--- src/rtl/kmer_oh_pkg.sv ---
package kmer_oh_pkg;

  localparam int KMER_MAX_DEF = 9;
  localparam int ROW_W        = 36;
  localparam int BASE_W       = 3;
  localparam int CNT_W        = 6;
  localparam int KLEN_W       = 4;
  localparam int CFG_IDX_W    = 1;
  localparam int CFG_DATA_W   = 4;

  localparam logic [KLEN_W-1:0]    KLEN_RST = 4'd9;
  localparam logic [BASE_W-1:0]    BASE_N   = 3'b111;
  localparam logic [CFG_IDX_W-1:0] REG_KLEN     = 1'b0;
  localparam logic [CFG_IDX_W-1:0] REG_CENTERED = 1'b1;

  typedef struct packed {
    logic load;
    logic eval;
    logic pop;
  } ctrl_cmd_t;

  typedef struct packed {
    logic empty;
    logic last;
  } dp_sts_t;

  function automatic logic [3:0] code_to_oh(input logic [BASE_W-1:0] code);
    logic [3:0] oh;
    oh = 4'b0000;
    if (!code[2]) begin
      oh[code[1:0]] = 1'b1;
    end
    return oh;
  endfunction

endpackage

--- src/rtl/kmer_oh_ctrl.sv ---
module kmer_oh_ctrl (
  input  logic                   clk,
  input  logic                   rst_n,
  input  logic                   in_valid,
  output logic                   in_stall,
  output logic                   out_valid,
  input  logic                   out_stall,
  input  kmer_oh_pkg::dp_sts_t   sts,
  output kmer_oh_pkg::ctrl_cmd_t cmd
);
  import kmer_oh_pkg::*;

  typedef enum logic [2:0] {
    ST_IDLE = 3'b001,
    ST_EVAL = 3'b010,
    ST_EMIT = 3'b100
  } state_t;

  state_t state_r, state_nxt;

  always_ff @(posedge clk) begin
    if (!rst_n) begin
      state_r <= ST_IDLE;
    end else begin
      state_r <= state_nxt;
    end
  end

  always_comb begin
    state_nxt = state_r;
    cmd       = '0;
    in_stall  = 1'b1;
    out_valid = 1'b0;
    unique case (state_r)
      ST_IDLE: begin
        in_stall = 1'b0;
        if (in_valid) begin
          cmd.load  = 1'b1;
          state_nxt = ST_EVAL;
        end
      end
      ST_EVAL: begin
        cmd.eval  = 1'b1;
        state_nxt = ST_EMIT;
      end
      ST_EMIT: begin
        if (sts.empty) begin
          state_nxt = ST_IDLE;
        end else begin
          out_valid = 1'b1;
          if (!out_stall) begin
            cmd.pop = 1'b1;
            if (sts.last) begin
              state_nxt = ST_IDLE;
            end
          end
        end
      end
      default: begin
        state_nxt = ST_IDLE;
      end
    endcase
  end

endmodule

--- src/rtl/kmer_oh_dp.sv ---
module kmer_oh_dp #(
  parameter int MAX_KMER = kmer_oh_pkg::KMER_MAX_DEF
) (
  input  logic                                clk,
  input  logic                                rst_n,
  input  logic                                cfg_we,
  input  logic [kmer_oh_pkg::CFG_IDX_W-1:0]   cfg_index,
  input  logic [kmer_oh_pkg::CFG_DATA_W-1:0]  cfg_wdata,
  input  logic signed [kmer_oh_pkg::BASE_W-1:0] in_base_code,
  input  logic [kmer_oh_pkg::CNT_W-1:0]       in_sample_count,
  input  logic                                in_first_of_read,
  input  kmer_oh_pkg::ctrl_cmd_t              cmd,
  output kmer_oh_pkg::dp_sts_t                sts,
  output logic [kmer_oh_pkg::ROW_W-1:0]       row,
  output logic                                last_row
);
  import kmer_oh_pkg::*;

  localparam int K_W   = $clog2(MAX_KMER + 1);
  localparam int IDX_W = (MAX_KMER > 1) ? $clog2(MAX_KMER) : 1;
  localparam int EXT_W = KLEN_W + 1;
  localparam int RW    = 4 * MAX_KMER;
  localparam int EW    = (RW > ROW_W) ? RW : ROW_W;
  localparam int SH_W  = K_W + 2;

  logic [BASE_W-1:0] window_r [MAX_KMER];
  logic [CNT_W-1:0]  queue_r  [MAX_KMER];
  logic [K_W-1:0]    fill_r;
  logic [KLEN_W-1:0] klen_r;
  logic              centered_r;
  logic [ROW_W-1:0]  row_r;
  logic [CNT_W-1:0]  cnt_r;

  logic [EXT_W-1:0] klen_ext;
  logic [K_W-1:0]   k_eff;
  logic [K_W-1:0]   delay;
  logic [SH_W-1:0]  shift_amt;
  logic [RW-1:0]    r_vec;
  logic [EW-1:0]    r_ext;
  logic [EW-1:0]    r_shift;

  always_ff @(posedge clk) begin
    if (!rst_n) begin
      klen_r     <= KLEN_RST;
      centered_r <= 1'b0;
    end else if (cfg_we) begin
      unique case (cfg_index)
        REG_KLEN:     klen_r     <= cfg_wdata[KLEN_W-1:0];
        REG_CENTERED: centered_r <= cfg_wdata[0];
        default: ;
      endcase
    end
  end

  always_ff @(posedge clk) begin
    if (!rst_n) begin
      for (int j = 0; j < MAX_KMER; j++) begin
        window_r[j] <= BASE_N;
        queue_r[j]  <= '0;
      end
      fill_r <= '0;
    end else if (cmd.load) begin
      window_r[0] <= in_base_code;
      queue_r[0]  <= in_sample_count;
      for (int j = 1; j < MAX_KMER; j++) begin
        window_r[j] <= in_first_of_read ? BASE_N : window_r[j-1];
        queue_r[j]  <= in_first_of_read ? '0 : queue_r[j-1];
      end
      if (in_first_of_read) begin
        fill_r <= K_W'(1);
      end else if (fill_r < K_W'(MAX_KMER)) begin
        fill_r <= fill_r + K_W'(1);
      end
    end
  end

  // effective kmer length and queue delay
  always_comb begin
    klen_ext = {1'b0, klen_r};
    if (klen_ext == '0) begin
      k_eff = K_W'(1);
    end else if (klen_ext > EXT_W'(MAX_KMER)) begin
      k_eff = K_W'(MAX_KMER);
    end else begin
      k_eff = K_W'(klen_ext);
    end
    delay     = centered_r ? (k_eff - K_W'(1) - (k_eff >> 1)) : (k_eff - K_W'(1));
    shift_amt = SH_W'(K_W'(MAX_KMER) - k_eff) << 2;
  end

  // newest entry lands in the top slot, shift drops the oldest slots beyond the kmer length
  always_comb begin
    for (int j = 0; j < MAX_KMER; j++) begin
      r_vec[4*(MAX_KMER-1-j) +: 4] = code_to_oh(window_r[j]);
    end
    r_ext   = EW'(r_vec);
    r_shift = r_ext >> shift_amt;
  end

  always_ff @(posedge clk) begin
    if (cmd.eval) begin
      row_r <= r_shift[ROW_W-1:0];
    end
  end

  always_ff @(posedge clk) begin
    if (!rst_n) begin
      cnt_r <= '0;
    end else if (cmd.eval) begin
      cnt_r <= (fill_r > delay) ? queue_r[delay[IDX_W-1:0]] : '0;
    end else if (cmd.pop) begin
      cnt_r <= cnt_r - CNT_W'(1);
    end
  end

  assign sts.empty = (cnt_r == '0);
  assign sts.last  = (cnt_r == CNT_W'(1));
  assign row       = row_r;
  assign last_row  = sts.last;

endmodule

--- src/rtl/kmer_one_hot_row_encoder.sv ---
// the first row appears in the emit state, after the load and eval states
// a new request is taken only in the idle state, after every row of the previous
//   position has left, so requests do not overlap; output stalls hold the emit state
// the emit sequencer handles one position at a time, rows leave one per cycle while out_stall is low
// reset: synchronous active low, window to N, count queue and fill cleared,
//   kmer length 9, centered 0
module kmer_one_hot_row_encoder #(
  parameter int MAX_KMER = kmer_oh_pkg::KMER_MAX_DEF
) (
  input  logic                                  clk,
  input  logic                                  rst_n,
  input  logic                                  cfg_valid,
  output logic                                  cfg_ready,
  input  logic [kmer_oh_pkg::CFG_IDX_W-1:0]     cfg_index,
  input  logic [kmer_oh_pkg::CFG_DATA_W-1:0]    cfg_wdata,
  input  logic                                  in_valid,
  output logic                                  in_stall,
  input  logic signed [kmer_oh_pkg::BASE_W-1:0] in_base_code,
  input  logic [kmer_oh_pkg::CNT_W-1:0]         in_sample_count,
  input  logic                                  in_first_of_read,
  output logic                                  out_valid,
  input  logic                                  out_stall,
  output logic [kmer_oh_pkg::ROW_W-1:0]         out_onehot_row,
  output logic                                  out_last_row
);
  import kmer_oh_pkg::*;

  ctrl_cmd_t cmd;
  dp_sts_t   sts;

  assign cfg_ready = 1'b1;

  kmer_oh_ctrl u_ctrl (
    .clk       (clk),
    .rst_n     (rst_n),
    .in_valid  (in_valid),
    .in_stall  (in_stall),
    .out_valid (out_valid),
    .out_stall (out_stall),
    .sts       (sts),
    .cmd       (cmd)
  );

  kmer_oh_dp #(
    .MAX_KMER (MAX_KMER)
  ) u_dp (
    .clk              (clk),
    .rst_n            (rst_n),
    .cfg_we           (cfg_valid & cfg_ready),
    .cfg_index        (cfg_index),
    .cfg_wdata        (cfg_wdata),
    .in_base_code     (in_base_code),
    .in_sample_count  (in_sample_count),
    .in_first_of_read (in_first_of_read),
    .cmd              (cmd),
    .sts              (sts),
    .row              (out_onehot_row),
    .last_row         (out_last_row)
  );

endmodule

--- config.mk ---
export PLATFORM = sky130hd
export DESIGN_NAME = kmer_one_hot_row_encoder
export DESIGN_NICKNAME = d
export VERILOG_FILES = /design/src/rtl/kmer_oh_pkg.sv /design/src/rtl/kmer_oh_ctrl.sv /design/src/rtl/kmer_oh_dp.sv /design/src/rtl/kmer_one_hot_row_encoder.sv
export SDC_FILE = /design/constraint.sdc
export NUM_CORES = 1
export LEC_CHECK = 0
export BUFFER_PORTS_ARGS = -buffer_cell sky130_fd_sc_hd__buf_2
export CAP_MARGIN = 25
export CORE_MARGIN = 2
export CORE_UTILIZATION = 45
export CTS_CLUSTER_SIZE = 24
export DETAILED_ROUTE_END_ITERATION = 8
export GPL_ROUTABILITY_DRIVEN = 1
export PLACE_DENSITY_LB_ADDON = 0.1
export SLEW_MARGIN = 15
export SYNTH_ARGS = -nofsm -noshare
export SYNTH_HDL_FRONTEND = slang
export SYNTH_SLANG_ARGS = --single-unit
export TNS_END_PERCENT = 10
--- constraint.sdc ---
create_clock -name clk -period 3.8 [get_ports clk]
set_input_delay 0.19 -clock clk [delete_from_list [all_inputs] [get_ports clk]]
set_output_delay 0.19 -clock clk [all_outputs]
set_load 0.005 [all_outputs]
==> impl_metrics.tcl <==
set metrics [dict create \
    outcome "finished clean" \
    synth_area_leaders "edfxtp_1, and2_1, dfxtp_1" \
    syn_area_um2 7120 \
    ff2ff_setup_slack_ns 0.39 \
    antenna_found_initial 0 \
    period_minus_slack_ns 3.41 \
    synth_edf_count 117 \
    rsz0062_at_grt "false" \
    cp-end-kind "flip-flop" \
    port_buffers 58 \
    hold_depth 3 \
    die_h_um 130 \
    yosys-top-cells-count "edfxtp_1, and2_1, nor2_1, nand2_1, nand2b_1" \
    cp_data_required_time_ns 4.14 \
    min_path_type "in -> reg" \
    powerDensity_nw_per_um2 433 \
    max-slew-margin-rel_pct 32.0 \
    min_to "u_dp.klen_r[1]" \
    peakVddDrop_v 0.000328 \
    max_freq_mhz 293 \
    p_clk_share_pct 42.5 \
    r2r_end "u_dp.cnt_r[4]" \
    reg2reg_from "u_dp.klen_r[3]" \
    yosys_warnings 0 \
    power_switching_mw 0.895 \
    fill_cells 1382 \
    swShare_pct 25.2 \
    hold_slack_ns 0.0149 \
    grt_pass1_wl_um 24500 \
    min_from "cfg_wdata[1]" \
    fin_cells 912 \
    tritoncts "built" \
    rr_worst_depth 14 \
    setup_viol 0 \
    avgSynthCellArea_um2 11.3 \
    dp.cells 878 \
    async_flop_share_pct 0 \
    finalCritPeriodShare_pct 89.7 \
    yosysTopAreaCell "edfxtp_1" \
    start_util_pct 46.5 \
    yosysMostFrequentCell "edfxtp_1" \
    io_pins 60 \
    viasPerCell 5.49 \
    drive_above_1_share_pct 20.4 \
    start_kind "flip-flop" \
    finalSetupTns_ns 0 \
    p_comb_share_pct 8.9 \
    drt_iter0_drc 452 \
    synth_cells 629 \
    die-area_um2 16800 \
    die_w_um 130 \
    worstMarginPinSlew_ns 1.02 \
    area_delta_synth_final_pct 15.3 \
    dpl.hpwl_um 10600 \
    intPower_mw 2.65 \
    drtPass1Iterations 5 \
    clkTransAtPathRegs_ns 0.06 \
    synth_cell_types 70 \
    gp_congestion 0.884 \
    synth.net_count 661 \
    criticalPathCategory "reg -> reg" \
    htreeDepth 4 \
    numCtsBuffers 17 \
    worstPathArrival_ns 3.75 \
    ys_seq_area_share_pct 54.4 \
    wl_per_cell_um 16.8 \
    seqPwrFrac_pct 48.7 \
    drv_slew 0 \
    leakagePower_nw 3.03 \
    std_cell_rows 45 \
    core_area_um2 15300 \
    clkSinkCount 135 \
    num_vias 5007 \
    cts_root_buf "clkbuf_16" \
    diodes 0 \
    gr-total-overflow 0 \
    grt_use_total_pct 18.9 \
    ys_seq_elements 135 \
    synth_top_area_share_pct 49.3 \
    clk_latency_ns 0.42 \
    path_max_fanout 11 \
    fin_nets 720 \
    final-hold-violation-count 0 \
    finClkSkew_ns 0.00972 \
    ys.flop_type "edfxtp_1" \
    totalWireLength_um 15300 \
    grt_max_degree 73 \
    grt_pass1_vias 4728 \
    fin_util_pct 53.6 \
    antenna_left 0 \
    drc_errors 0 \
    drv_cap 0 \
    cts_buffer_depth 2 \
]
-- worst max-delay path, stage by stage, from the launching register on --
cell,delay [ns]
dfxtp_1,0.55
nor2b_1,0.11
and2_2,0.27
inv_1,0.14
nand2b_1,0.12
fa_1,0.50
nand2b_1,0.11
o31ai_2,0.09
ha_1,0.32
nor2b_1,0.18
o211ai_1,0.12
a21oi_2,0.33
nor2b_1,0.24
a21oi_1,0.10
o22ai_1,0.16
-- placed cells by master, fill, tap and decap left out, types with 7 or more instances in the layout --
cell | Yosys | layout
nor2b_1 | 17 | 15
mux2_2 | 11 | 11
clkbuf_16 | 0 | 17
a211oi_1 | 9 | 9
nand2b_1 | 36 | 35
nand3b_1 | 9 | 9
edfxtp_1 | 117 | 117
nor3_1 | 13 | 13
o221ai_1 | 8 | 8
a31oi_1 | 14 | 14
and2_1 | 59 | 59
xnor2_1 | 7 | 7
a21oi_1 | 26 | 25
ha_1 | 11 | 11
dfxtp_1 | 18 | 18
buf_2 | 3 | 58
nand2_1 | 40 | 40
nor2_1 | 57 | 57
buf_4 | 6 | 14
mux2i_1 | 35 | 35
inv_1 | 12 | 12
o21ai_0 | 17 | 17
-- power groups by stage --
stage                     sequential, mW  combinational [mW]  clock [mW]
after floorplan                     1.74               0.231           0
after global placement              1.75               0.304           0
after detailed placement            1.76               0.312           0
after CTS                           1.73               0.317        1.54
after global routing                1.74               0.349        1.60
final                               1.73               0.315        1.51
-- worst max path at each step --
stage	from	to	slack, ns	cells past startpoint
after floorplan	u_ctrl.state_r[0]	u_dp.queue_r[0][0]	0.42	3
after global placement	u_dp.klen_r[3]	u_dp.cnt_r[5]	0.45	14
after detailed placement	u_dp.klen_r[3]	u_dp.cnt_r[5]	0.28	14
after CTS	u_dp.klen_r[3]	u_dp.cnt_r[5]	0.24	14
after global routing	u_dp.klen_r[3]	u_dp.cnt_r[5]	0.13	14
final	u_dp.klen_r[3]	u_dp.cnt_r[4]	0.39	14
-- area by class of cell --
type | instances | area (µm²) | share of cell area, %
Clock buffer | 17 | 425 | 5.18
Clock inverter | 15 | 116 | 1.42
Inverter | 13 | 48.8 | 0.595
Multi-Input combinational cell | 447 | 3060 | 37.3
Sequential cell | 135 | 3870 | 47.2
Tap cell | 211 | 264 | 3.22
Timing Repair Buffer | 74 | 415 | 5.06
-- sequential cells by signal, summed over array words and instances (netlist names) --
name / cells
u_dp.centered_r: 1
u_dp.cnt_r: 6
u_dp.klen_r: 4
u_ctrl.state_r: 3
u_dp.fill_r: 4
u_dp.queue_r: 54
u_dp.window_r: 27
u_dp.row: 36
-- per-layer routing --
metal / track usage (%) / wire, µm
met1: 27.7 / 7370
met2: 28.2 / 6880
met3: 3.57 / 804
met4: 6.58 / 233
met5: 0 / 0
-- metrics by stage --
stage	setup slack (ns)	cell area, µm²	power (mW)
finish	0.390	8210	3.55
global route	0.129	8210	3.69
CTS	0.240	8200	3.58
detailed placement	0.284	7640	2.07
global placement	0.448	7640	2.06
floorplan	0.416	7120	1.97
-- cells by family (layout without fill, tap and decap cells) --
| kind of cell | count (synthesis) | after routing | share of synthesized area [%] |
|---|---|---|---|
| adders and majority gates | 12 | 12 | 2.21 |
| AOI/OAI and AO/OA | 108 | 108 | 10.2 |
| buffers and inverters | 47 | 119 | 2.95 |
| DFF | 135 | 135 | 54.4 |
| muxes | 52 | 52 | 8.61 |
| other | 1 | 1 | 0.0527 |
| xor gates and xnor gates | 10 | 10 | 1.23 |
| and+or+nand+nor | 264 | 264 | 20.4 |
-- repair_timing --
action,4_1_cts,5_1_grt
buffers inserted,0,0
hold endpoints to repair,2,0
endpoints found under the setup margin,0,1
hold buffers,2,0
resized for setup,0,1
No activity file was read; power rests on OpenSTA's default activity.
